==> src/hdl/gpb_pkg.sv <==
// shared types, register map and divide-by-15 helper for the glyph pixel blender
package gpb_pkg;

  // register indexes on the config port (byte address is 4 * index)
  localparam logic [1:0] REG_FG    = 2'd0;
  localparam logic [1:0] REG_BG    = 2'd1;
  localparam logic [1:0] REG_WIDTH = 2'd2;
  localparam logic [1:0] REG_TOP   = 2'd3;

  localparam int unsigned CfgAddrW = 4;

  // reset values of the config registers
  localparam logic [15:0] FG_RESET    = 16'hFFFF;
  localparam logic [15:0] BG_RESET    = 16'h0000;
  localparam logic [6:0]  WIDTH_RESET = 7'd8;
  localparam logic [8:0]  TOP_RESET   = 9'd0;

  // reciprocal of 15 in 15 fractional bits, exact for sums up to 15 * 63
  localparam logic [11:0] RECIP15    = 12'd2185;
  localparam int unsigned Recip15Sh  = 15;

  // unscaled channel mixes a*fg + (15-a)*bg
  typedef struct packed {
    logic [8:0] r;
    logic [9:0] g;
    logic [8:0] b;
  } mix_t;

  typedef struct packed {
    logic [9:0] x;
    logic [9:0] y;
    mix_t       mix;
  } pix_t;

  // both pixels of one glyph byte, high nibble in hi
  typedef struct packed {
    pix_t hi;
    pix_t lo;
  } pair_t;

  // floor(v / 15) for v <= 945
  function automatic logic [5:0] div15(input logic [9:0] v);
    logic [21:0] prod;
    prod = 22'(v) * 22'(RECIP15);
    return prod[Recip15Sh +: 6];
  endfunction

endpackage

==> src/hdl/gpb_if.sv <==
// valid/ready channel interfaces for glyph bytes in and pixels out
interface gpb_in_if;
  logic       valid;
  logic       ready;
  logic [7:0] glyph_byte;
  logic       glyph_start;
  logic [8:0] glyph_left;

  modport source (output valid, output glyph_byte, output glyph_start, output glyph_left,
                  input ready);
  modport sink (input valid, input glyph_byte, input glyph_start, input glyph_left,
                output ready);
endinterface

interface gpb_out_if;
  logic        valid;
  logic        ready;
  logic [9:0]  pixel_x;
  logic [9:0]  pixel_y;
  logic [15:0] pixel_color;
  logic        second_of_pair;

  modport source (output valid, output pixel_x, output pixel_y, output pixel_color,
                  output second_of_pair, input ready);
  modport sink (input valid, input pixel_x, input pixel_y, input pixel_color,
                input second_of_pair, output ready);
endinterface

==> src/hdl/gpb_lane.sv <==
// one blend lane: weighted channel sums of fg and bg for one coverage nibble
module gpb_lane (
  input  logic [3:0]   nibble_i,
  input  logic [15:0]  fg_i,
  input  logic [15:0]  bg_i,
  output gpb_pkg::mix_t mix_o
);
  import gpb_pkg::*;

  logic [3:0] a;
  logic [3:0] na;

  // coverage is the inverted nibble
  assign a  = 4'hF - nibble_i;
  assign na = 4'hF - a;

  assign mix_o.r = 9'(a) * 9'(fg_i[15:11]) + 9'(na) * 9'(bg_i[15:11]);
  assign mix_o.g = 10'(a) * 10'(fg_i[10:5]) + 10'(na) * 10'(bg_i[10:5]);
  assign mix_o.b = 9'(a) * 9'(fg_i[4:0]) + 9'(na) * 9'(bg_i[4:0]);
endmodule

==> src/hdl/gpb_merge.sv <==
// pair buffer and serializer: holds both lane results, scales and sends one pixel a beat
module gpb_merge (
  input  logic           clk_i,
  input  logic           rst_ni,
  input  logic           load_i,
  input  gpb_pkg::pair_t pair_i,
  output logic           ready_o,
  output logic           out_valid_o,
  input  logic           out_ready_i,
  output logic [9:0]     out_x_o,
  output logic [9:0]     out_y_o,
  output logic [15:0]    out_color_o,
  output logic           out_second_o
);
  import gpb_pkg::*;

  pair_t pair_q;
  logic  pair_v_q;
  logic  sel_q;
  logic  out_v_q;
  logic  out_load;
  logic  drain;
  pix_t  cur;

  logic [9:0]  x_q;
  logic [9:0]  y_q;
  logic [15:0] color_q;
  logic        second_q;
  logic [5:0]  r6;
  logic [5:0]  g6;
  logic [5:0]  b6;

  assign out_load = pair_v_q && (!out_v_q || out_ready_i);
  assign drain    = out_load && sel_q;
  assign ready_o  = !pair_v_q || drain;

  assign cur = sel_q ? pair_q.lo : pair_q.hi;
  assign r6  = div15(10'(cur.mix.r));
  assign g6  = div15(cur.mix.g);
  assign b6  = div15(10'(cur.mix.b));

  always_ff @(posedge clk_i or negedge rst_ni) begin
    if (!rst_ni) begin
      pair_v_q <= 1'b0;
      sel_q    <= 1'b0;
      out_v_q  <= 1'b0;
    end else begin
      if (load_i) begin
        pair_v_q <= 1'b1;
        sel_q    <= 1'b0;
      end else if (drain) begin
        pair_v_q <= 1'b0;
        sel_q    <= 1'b0;
      end else if (out_load) begin
        sel_q <= 1'b1;
      end
      if (out_load) begin
        out_v_q <= 1'b1;
      end else if (out_ready_i) begin
        out_v_q <= 1'b0;
      end
    end
  end

  always_ff @(posedge clk_i) begin
    if (load_i) begin
      pair_q <= pair_i;
    end
    if (out_load) begin
      x_q      <= cur.x;
      y_q      <= cur.y;
      color_q  <= {r6[4:0], g6, b6[4:0]};
      second_q <= sel_q;
    end
  end

  assign out_valid_o  = out_v_q;
  assign out_x_o      = x_q;
  assign out_y_o      = y_q;
  assign out_color_o  = color_q;
  assign out_second_o = second_q;
endmodule

==> src/hdl/glyph_pixel_blend_rgb565_core.sv <==
// top level of the antialiased glyph pixel blender, RGB565
//
//  channel   dir  handshake      payload
//  glyph_i   in   valid/ready    glyph_byte[7:0], glyph_start, glyph_left[8:0]
//  pixel_o   out  valid/ready    pixel_x[9:0], pixel_y[9:0], pixel_color[15:0],
//                                second_of_pair
//  apb       in   psel/penable   paddr[3:0], pwdata[31:0], prdata[31:0], pready
//
//  one glyph byte becomes two pixels; the pixel port sends one per cycle while
//  ready is high, through the single output register; bytes go in at half that rate
//  an accepted byte goes through the pair buffer and then the output register
//  the pair buffer takes the next byte in the cycle its last pixel moves out
//  reset zeroes the glyph walk and loads the config reset values; no clearing pass
//  a stalled pixel port holds the output beat and backs up into glyph_i.ready
module glyph_pixel_blend_rgb565_core #(
  parameter int unsigned MAX_GLYPH_WIDTH = 64
) (
  input  logic                     clk_i,
  input  logic                     rst_ni,
  gpb_in_if.sink                   glyph_i,
  gpb_out_if.source                pixel_o,
  input  logic                     psel,
  input  logic                     penable,
  input  logic                     pwrite,
  input  logic [gpb_pkg::CfgAddrW-1:0] paddr,
  input  logic [31:0]              pwdata,
  output logic [31:0]              prdata,
  output logic                     pready
);
  import gpb_pkg::*;

  // column offset bits, and width bits able to hold MAX_GLYPH_WIDTH itself
  localparam int unsigned CW = (MAX_GLYPH_WIDTH > 1) ? $clog2(MAX_GLYPH_WIDTH) : 1;
  localparam int unsigned WW = CW + 1;

  // config registers
  logic [15:0] fg_q;
  logic [15:0] bg_q;
  logic [6:0]  width_q;
  logic [8:0]  top_q;
  logic        cfg_wr;

  // glyph walk state
  logic [CW-1:0] col_q, col_d;
  logic [8:0]    row_q, row_d;

  logic [WW-1:0] eff_w;
  logic [CW-1:0] col0, col1;
  logic [8:0]    row0, row1;
  logic [WW-1:0] cnext0, cnext1;
  logic          wrap0, wrap1;

  logic  accept;
  logic  in_ready;
  pair_t pair;
  mix_t  mix_hi, mix_lo;

  // apb: writes land in the access phase, pready tied high
  assign pready = 1'b1;
  assign cfg_wr = psel && penable && pwrite;

  always_ff @(posedge clk_i or negedge rst_ni) begin
    if (!rst_ni) begin
      fg_q    <= FG_RESET;
      bg_q    <= BG_RESET;
      width_q <= WIDTH_RESET;
      top_q   <= TOP_RESET;
    end else if (cfg_wr) begin
      unique case (paddr[3:2])
        REG_FG:    fg_q    <= pwdata[15:0];
        REG_BG:    bg_q    <= pwdata[15:0];
        REG_WIDTH: width_q <= pwdata[6:0];
        REG_TOP:   top_q   <= pwdata[8:0];
        default:   ;
      endcase
    end
  end

  always_comb begin
    unique case (paddr[3:2])
      REG_FG:    prdata = 32'(fg_q);
      REG_BG:    prdata = 32'(bg_q);
      REG_WIDTH: prdata = 32'(width_q);
      REG_TOP:   prdata = 32'(top_q);
      default:   prdata = '0;
    endcase
  end

  // width clamp: zero acts as one, above the max acts as the max
  always_comb begin
    if (32'(width_q) > MAX_GLYPH_WIDTH) begin
      eff_w = WW'(MAX_GLYPH_WIDTH);
    end else if (width_q == 7'd0) begin
      eff_w = WW'(1);
    end else begin
      eff_w = WW'(width_q);
    end
  end

  // walk two pixels per byte; a start byte restarts the glyph at its top-left
  always_comb begin
    col0   = glyph_i.glyph_start ? '0 : col_q;
    row0   = glyph_i.glyph_start ? '0 : row_q;
    cnext0 = WW'(col0) + WW'(1);
    wrap0  = cnext0 >= eff_w;
    col1   = wrap0 ? '0 : cnext0[CW-1:0];
    row1   = wrap0 ? row0 + 9'd1 : row0;
    cnext1 = WW'(col1) + WW'(1);
    wrap1  = cnext1 >= eff_w;
    col_d  = wrap1 ? '0 : cnext1[CW-1:0];
    row_d  = wrap1 ? row1 + 9'd1 : row1;
  end

  assign accept = glyph_i.valid && in_ready;
  assign glyph_i.ready = in_ready;

  always_ff @(posedge clk_i or negedge rst_ni) begin
    if (!rst_ni) begin
      col_q <= '0;
      row_q <= '0;
    end else if (accept) begin
      col_q <= col_d;
      row_q <= row_d;
    end
  end

  // two lanes blend the high and low nibble side by side
  gpb_lane u_lane_hi (
    .nibble_i (glyph_i.glyph_byte[7:4]),
    .fg_i     (fg_q),
    .bg_i     (bg_q),
    .mix_o    (mix_hi)
  );

  gpb_lane u_lane_lo (
    .nibble_i (glyph_i.glyph_byte[3:0]),
    .fg_i     (fg_q),
    .bg_i     (bg_q),
    .mix_o    (mix_lo)
  );

  // screen coordinates wrap at 1024
  assign pair.hi.x   = 10'(glyph_i.glyph_left) + 10'(col0);
  assign pair.hi.y   = 10'(top_q) + 10'(row0);
  assign pair.hi.mix = mix_hi;
  assign pair.lo.x   = 10'(glyph_i.glyph_left) + 10'(col1);
  assign pair.lo.y   = 10'(top_q) + 10'(row1);
  assign pair.lo.mix = mix_lo;

  gpb_merge u_merge (
    .clk_i        (clk_i),
    .rst_ni       (rst_ni),
    .load_i       (accept),
    .pair_i       (pair),
    .ready_o      (in_ready),
    .out_valid_o  (pixel_o.valid),
    .out_ready_i  (pixel_o.ready),
    .out_x_o      (pixel_o.pixel_x),
    .out_y_o      (pixel_o.pixel_y),
    .out_color_o  (pixel_o.pixel_color),
    .out_second_o (pixel_o.second_of_pair)
  );
endmodule

==> src/flat_wrapper.sv <==
// flat-port wrapper written by rule: the top's interface ports become plain ports
module glyph_pixel_blend_rgb565_core_flat import gpb_pkg::*;
#(
  parameter int unsigned MAX_GLYPH_WIDTH = 64
)
  (clk_i, rst_ni, psel, penable, pwrite, paddr, pwdata, prdata, pready, glyph_i_valid, glyph_i_glyph_byte, glyph_i_glyph_start, glyph_i_glyph_left, glyph_i_ready, pixel_o_valid, pixel_o_pixel_x, pixel_o_pixel_y, pixel_o_pixel_color, pixel_o_second_of_pair, pixel_o_ready);
  gpb_in_if glyph_i_i ();
  gpb_out_if pixel_o_i ();
  input  logic clk_i;
  input  logic rst_ni;
  input  logic psel;
  input  logic penable;
  input  logic pwrite;
  input  logic [gpb_pkg::CfgAddrW-1:0] paddr;
  input  logic [31:0] pwdata;
  output logic [31:0] prdata;
  output logic pready;
  input wire logic [$bits(glyph_i_i.valid)-1:0] glyph_i_valid;
  input wire logic [$bits(glyph_i_i.glyph_byte)-1:0] glyph_i_glyph_byte;
  input wire logic [$bits(glyph_i_i.glyph_start)-1:0] glyph_i_glyph_start;
  input wire logic [$bits(glyph_i_i.glyph_left)-1:0] glyph_i_glyph_left;
  output wire logic [$bits(glyph_i_i.ready)-1:0] glyph_i_ready;
  output wire logic [$bits(pixel_o_i.valid)-1:0] pixel_o_valid;
  output wire logic [$bits(pixel_o_i.pixel_x)-1:0] pixel_o_pixel_x;
  output wire logic [$bits(pixel_o_i.pixel_y)-1:0] pixel_o_pixel_y;
  output wire logic [$bits(pixel_o_i.pixel_color)-1:0] pixel_o_pixel_color;
  output wire logic [$bits(pixel_o_i.second_of_pair)-1:0] pixel_o_second_of_pair;
  input wire logic [$bits(pixel_o_i.ready)-1:0] pixel_o_ready;
  assign glyph_i_i.valid = glyph_i_valid;
  assign glyph_i_i.glyph_byte = glyph_i_glyph_byte;
  assign glyph_i_i.glyph_start = glyph_i_glyph_start;
  assign glyph_i_i.glyph_left = glyph_i_glyph_left;
  assign glyph_i_ready = glyph_i_i.ready;
  assign pixel_o_valid = pixel_o_i.valid;
  assign pixel_o_pixel_x = pixel_o_i.pixel_x;
  assign pixel_o_pixel_y = pixel_o_i.pixel_y;
  assign pixel_o_pixel_color = pixel_o_i.pixel_color;
  assign pixel_o_second_of_pair = pixel_o_i.second_of_pair;
  assign pixel_o_i.ready = pixel_o_ready;
  glyph_pixel_blend_rgb565_core #(.MAX_GLYPH_WIDTH(MAX_GLYPH_WIDTH)) u_core (.clk_i(clk_i), .rst_ni(rst_ni), .glyph_i(glyph_i_i), .pixel_o(pixel_o_i), .psel(psel), .penable(penable), .pwrite(pwrite), .paddr(paddr), .pwdata(pwdata), .prdata(prdata), .pready(pready));
endmodule
==> config.mk <==
export PLATFORM = sky130hd
export DESIGN_NAME = glyph_pixel_blend_rgb565_core_flat
export DESIGN_NICKNAME = d
export VERILOG_FILES = /design/src/hdl/gpb_pkg.sv /design/src/hdl/gpb_if.sv /design/src/hdl/gpb_lane.sv /design/src/hdl/gpb_merge.sv /design/src/hdl/glyph_pixel_blend_rgb565_core.sv /design/src/flat_wrapper.sv
export SDC_FILE = /design/constraint.sdc
export NUM_CORES = 1
export LEC_CHECK = 0
export ABC_CLOCK_PERIOD_IN_PS = 4560
export BUFFER_PORTS_ARGS = -buffer_cell sky130_fd_sc_hd__buf_2
export CAP_MARGIN = 20
export CORE_UTILIZATION = 57
export CTS_CLUSTER_DIAMETER = 30
export CTS_CLUSTER_SIZE = 16
export DETAILED_ROUTE_END_ITERATION = 7
export PLACE_DENSITY_LB_ADDON = 0.15
export SKIP_CTS_REPAIR_TIMING = 1
export SLEW_MARGIN = 20
export SYNTH_ARGS = -nofsm -noshare
export SYNTH_HDL_FRONTEND = slang
export SYNTH_SLANG_ARGS = --single-unit
==> constraint.sdc <==
create_clock -name clk_i -period 4.56 [get_ports clk_i]
set_input_delay 0.912 -clock clk_i [delete_from_list [all_inputs] [get_ports clk_i]]
set_output_delay 0.912 -clock clk_i [all_outputs]
set_load 0.005 [all_outputs]
Yosys cells after proc, flatten, opt, wreduce, memory -nomap -nowiden --
Index checks and enable logic that the tools add are counted.
Cells by class: $add $sub $neg 18, reductions and logical operators 18, muxes and demuxes 17, multiply operators 15, $lt $le $gt $ge 3, eq/ne operators 3
Operators by type and width (number):
- $pmux W32 S4 | 1
- $mul A4 B5 Y9 | 8
- $mux W48 | 1
- $mul A4 B6 Y10 | 4
- $mul A9 B12 Y20 const B | 2
- $add A9 B9 Y9 | 4
- $mux W9 | 3
- $mul A10 B12 Y21 const B | 1
- $add A10 B10 Y10 | 2
- $add A9 B6 Y10 | 2
- $add A9 B9 Y10 | 2
- $add A9 B1 Y9 const B | 2
- $mux W6 | 3
- $sub A4 B4 Y4 const A | 4
- $add A6 B1 Y7 const B | 2
- $ge A7 B7 Y1 | 2
- $mux W7 | 2
- $reduce_and A2 Y1 | 4
- $gt A7 B7 Y1 const B | 1
- $logic_not A7 Y1 | 1
- $mux W1 | 7
- $logic_and A1 B1 Y1 | 5
- $eq A2 B2 Y1 const B | 2
- $reduce_bool A2 Y1 | 2
- 5 further kinds | 7
Word-level totals: bits in registers 199, output and inout port bits 72, word-level logic and storage cells 97, input bits 61

Depth between registers and ports, before layout --
depth in word-level cells 8, depth in mapped cells 23, depth with buffers taken out 20

Cells and area by module --
Synthesis repeated with hierarchy kept, for this count alone.
Second synthesis, totals: cells, all modules 1930, area, all modules 20226.9 µm²
Modules (own cells, without submodules):
- gpb_lane | sequential area each 0.0 µm², area each 4007.6 µm², cells each 468, instances 2
- gpb_merge | sequential area each 4068.9 µm², area each 7140.6 µm², cells each 470, instances 1
- glyph_pixel_blend_rgb565_core | sequential area each 1597.8 µm², area each 5071.1 µm², cells each 524, instances 1

Worst setup path after synthesis --
No wires, ideal clock.
kind input -> register, start point input glyph_i_glyph_start, end point register u_core.row_q[6], buffers on the path 3, stages 23, arrival time 5.123 ns, setup slack -0.694 ns, required time 4.429 ns, library setup time 0.131 ns, path through buf_2 > clkbuf_1 > nor2b_1 > ha_1 > nand3_1 > xnor2_1 > ha_1 > a21o_1 > a21oi_1 > o31ai_4 > buf_2 > nor2_1 > ha_1 > nand3_1 > xnor2_1 > ha_1 > a21o_1 > a31oi_1 > o21ai_1 > nand4b_1 > nor2_1 > xnor2_1 > mux2_2
On the way: cells in the longest elaborated chain, start to end 7, elaborated cells between the ends (all ways) 11, classes of those cells add/sub: 4; order compare: 2; mux: 5
Ends and longest elaborated chain:
- start: declaration | RTL line flat_wrapper.sv:20 | input wire logic [$bits(glyph_i_i.glyph_start)-1:0] glyph_i_glyph_start;
- $mux W6 | RTL line glyph_pixel_blend_rgb565_core.sv:102 | col0 = glyph_i.glyph_start ? '0 : col_q;
- $add A6 B1 Y7 | RTL line glyph_pixel_blend_rgb565_core.sv:104 | cnext0 = WW'(col0) + WW'(1);
- $ge A7 B7 Y1 | RTL line glyph_pixel_blend_rgb565_core.sv:105 | wrap0 = cnext0 >= eff_w;
- $mux W6 | RTL line glyph_pixel_blend_rgb565_core.sv:106 | col1 = wrap0 ? '0 : cnext0[CW-1:0];
- $add A6 B1 Y7 | RTL line glyph_pixel_blend_rgb565_core.sv:108 | cnext1 = WW'(col1) + WW'(1);
- $ge A7 B7 Y1 | RTL line glyph_pixel_blend_rgb565_core.sv:109 | wrap1 = cnext1 >= eff_w;
- $mux W9 * | RTL line glyph_pixel_blend_rgb565_core.sv:111 | row_d = wrap1 ? row1 + 9'd1 : row1;
- end signal: assignment | RTL line glyph_pixel_blend_rgb565_core.sv:123 | row_q <= row_d;
- end: declaration | RTL line glyph_pixel_blend_rgb565_core.sv:45 | logic [8:0] row_q, row_d;
Mark *: on every way between the ends. The rest lies on a longest branch, timed or not. A chain may end at the register's enable or synchronous reset.

==> flow_metrics.tcl <==
set metrics [dict create \
    max_stage_delay_ns 0.54 \
    drt_iter0_markers 533 \
    dieHeight_um 187.1 \
    htree_levels 4 \
    dr.pass1.iters 5 \
    slew_headroom 0.3038 \
    core_mm2 0.03362 \
    ys_ff_latch 199 \
    vias_per_cell 5.310 \
    setup_violations 0 \
    final_cell_area_mm2 0.02221 \
    max_freq_ghz 0.2267 \
    async_flop_share 0.3317 \
    wl_per_cell_um 16.50 \
    placementRows 67 \
    synth-seq-area-share 0.2903 \
    numClockSinks 199 \
    start_util 0.5806 \
    nets 2486 \
    portBuffers 97 \
    crit_buf_inv 4 \
    reg2reg_to "u_core.u_merge.pair_q[7]$_DFFE_PP_" \
    crit_path_end_kind "flop" \
    synth_edf_count 133 \
    rsz0062_at_grt "false" \
    grt.overflow.total 0 \
    ys_types 63 \
    critPathLaunchType "primary input" \
    ys_warn_count 0 \
    p_leak_nw 10.77 \
    synth_top_family_by_area "adder cells" \
    tightest_slew_ns 1.042 \
    fp.dieW_um 187.1 \
    clockBufferDepth 2 \
    final_layout_size_suffix_gt1_frac 0.2194 \
    r2r_start "u_core.bg_q[0]$_DFFE_PN0P_" \
    run_status "finished clean" \
    synth_area_mm2 0.01952 \
    hold_class "in -> async" \
    ant_nets 0 \
    cts-root-buf "clkbuf_16" \
    vdd_ir_drop_max_mv 0.5589 \
    synthCells 1787 \
    num_io_pins 133 \
    crit_type "in -> reg" \
    p_per_area_mw_per_mm2 777.8 \
    clkSlewWorstSetupHoldPaths_ns 0.08 \
    wl_mm 40.33 \
    synthAdderAreaFrac 0.3514 \
    avgSynthCellArea_um2 10.92 \
    required_ns 4.79 \
    grt_start_max_net_pins 58 \
    cts_buffers 17 \
    synth-compound-area-share 0.05782 \
    reg2regPathDepth 13 \
    cp_top_family "adder cells" \
    synth_flop_cell "edfxtp_1" \
    antenna_cells 0 \
    yosys.area_share.simple 0.1108 \
    dieArea_mm2 0.03499 \
    groute.usage.overall 0.2451 \
    cp_common_cell "fa_1" \
    slowest_stage "fa_1" \
    drc_errors 0 \
    place_area_mm2 0.02151 \
    rrSetupSlack_ns 0.17 \
    min_period_over_period 0.9673 \
    worstPathCellList "buf_2 -> buf_12 -> nand2_1 -> fa_1 -> fa_1 -> fa_1 -> inv_1 -> fa_1 -> buf_4 -> ha_1 -> a21o_1 -> a21oi_1 -> o21bai_1 -> a21oi_1 -> xnor2_1" \
    syn2layout_area_growth_pct 13.77 \
    num_vias 12980 \
    p_total_w 0.01727 \
    cap_violations 0 \
    synth_xor_xnor_area_share 0.04737 \
    clock_latency_ns 0.47 \
    finalHoldViolCount 0 \
    fin_crit_ns 4.411 \
    cts_tree "built" \
    skew_ns 0.01554 \
    path_max_fanout 11 \
    gp_congestion 0.8455 \
    grt_pass1_vias 13680 \
    grt_pass1_wl_mm 67.65 \
    hpwl_mm 31.13 \
    slew_viol_final 0 \
    antenna_found_initial 0 \
    yosys-mux-area-fraction 0.07154 \
    critPathArrivalTime_ns 4.64 \
]
## flip-flops by register name, indices dropped and copies added (netlist names)
name / cells
u_core.fg_q: 16
u_core.width_q: 7
u_core.u_merge.out_valid_o: 1
u_core.u_merge.pair_v_q: 1
u_core.u_merge.sel_q: 1
u_core.u_merge.pair_q: 96
u_core.u_merge.out_second_o: 1
u_core.col_q: 6
u_core.u_merge.out_y_o: 10
u_core.bg_q: 16
u_core.u_merge.out_color_o: 16
u_core.u_merge.out_x_o: 10
u_core.row_q: 9
u_core.top_q: 9
## how the worst max path moves through the flow
| stage | start | endpoint | slack (ns) | depth (start not counted) |
|---|---|---|---|---|
| floorplan | glyph_i_glyph_start | u_core.row_q[6]$_DFFE_PN0P_ | -0.16 | 22 |
| global placement | glyph_i_glyph_byte[2] | u_core.u_merge.pair_q[18]$_DFFE_PP_ | -0.31 | 15 |
| detailed placement | glyph_i_glyph_byte[2] | u_core.u_merge.pair_q[7]$_DFFE_PP_ | -0.38 | 14 |
| CTS | u_core.u_merge.sel_q$_DFFE_PN0P_ | u_core.u_merge.out_color_o[10]$_DFFE_PP_ | -0.13 | 14 |
| global route | glyph_i_glyph_byte[2] | u_core.u_merge.pair_q[18]$_DFFE_PP_ | 0.004 | 15 |
| finish | glyph_i_glyph_byte[1] | u_core.u_merge.pair_q[7]$_DFFE_PP_ | 0.15 | 15 |
## final cells by class
type,instances,area (µm²)
Multi-Input combinational cell,1264,12780
Fill cell,2614,11410
Sequential cell,199,5670
Timing Repair Buffer,232,1574
Inverter,269,1013
Tap cell,448,560.5
Clock buffer,17,425.4
Clock inverter,15,186.4
## cell families (layout without fill, tap and decap cells)
kind of cell / after synthesis / count (layout)
AO/OA/AOI/OAI: 170 / 170
XOR/XNOR: 104 / 104
adder cells (fa/ha/maj): 442 / 442
buffers and inverters: 345 / 533
flip-flops: 199 / 199
multiplexers: 119 / 119
other: 2 / 23
AND/OR/NAND/NOR: 406 / 406
## Yosys cell counts (6+ instances only)
cell type | n | area, µm²
a21o_1 | 25 | 187.7
a21oi_1 | 57 | 285.3
and2_1 | 52 | 325.3
and3_1 | 6 | 37.54
buf_4 | 18 | 135.1
clkbuf_1 | 49 | 183.9
dfrtp_1 | 49 | 1226
dfstp_2 | 17 | 446.7
edfxtp_1 | 133 | 3994
fa_1 | 177 | 3543
ha_1 | 265 | 3316
inv_1 | 268 | 1006
mux2_2 | 94 | 1059
mux2i_1 | 18 | 180.2
mux4_2 | 7 | 157.7
nand2_1 | 117 | 439.2
nand2b_1 | 42 | 262.8
nand3_1 | 18 | 90.09
nand4_1 | 6 | 37.54
nor2_1 | 42 | 157.7
nor2b_1 | 107 | 669.4
o21ai_0 | 16 | 80.08
o21ai_1 | 16 | 80.08
o21bai_1 | 22 | 165.2
xnor2_1 | 77 | 674.4
xor2_1 | 26 | 227.7
## layer usage
metal,share of wire,GRT usage,up-vias
met5,0,0,-
met4,0.014,0.06084,0
met2,0.50,0.4228,243
met3,0.037,0.03283,35
met1,0.45,0.3270,6461
li1,-,-,6239
## where the power goes
| part | leakage [nW] | internal [W] | switching, W |
|---|---|---|---|
| combinational | 8.43 | 0.00601 | 0.00607 |
| sequential | 2.05 | 0.00315 | 0.000447 |
| clock | 0.295 | 0.000791 | 0.000807 |
## worst reg2reg max path, stage by stage (launching register included)
cell and delay [ns]:
dfrtp_1 0.64, nand2_1 0.17, fa_1 0.54, fa_1 0.53
fa_1 0.54, inv_1 0.05, fa_1 0.50, buf_4 0.15
ha_1 0.18, a21o_1 0.15, a21oi_1 0.25, o21bai_1 0.13
a21oi_1 0.22, xnor2_1 0.09
## layout by cell type (no fill, tap or decap), drive strengths merged, types with 23 or more instances in the layout
| cell | count |
|---|---|
| mux2 | 94 |
| fa | 177 |
| edfxtp | 133 |
| ha | 265 |
| nor2b | 107 |
| nand2 | 117 |
| conb | 23 |
| and2 | 52 |
| inv | 275 |
| xor2 | 26 |
| a21o | 25 |
| nor2 | 42 |
| nand2b | 43 |
| xnor2 | 77 |
| dfrtp | 49 |
| a21oi | 58 |
| buf | 228 |
| o21ai | 32 |
## metrics by stage
step / hold slack, ns / instances / worst slack (ns) / utilization / setup TNS (ns)
floorplan: 0.4261 / 1808 / -0.1635 / - / -0.3733
global placement: 0.4796 / 2406 / -0.3060 / 0.6400 / -5.417
detailed placement: 0.4861 / 2406 / -0.3832 / 0.6400 / -7.972
CTS: 0.5013 / 2438 / -0.1300 / 0.6582 / -0.1300
global route: 0.4775 / 2444 / 0.004110 / 0.6606 / 0
finish: 0.4520 / 2444 / 0.1493 / 0.6606 / 0
(Power assumes the default switching activity.)
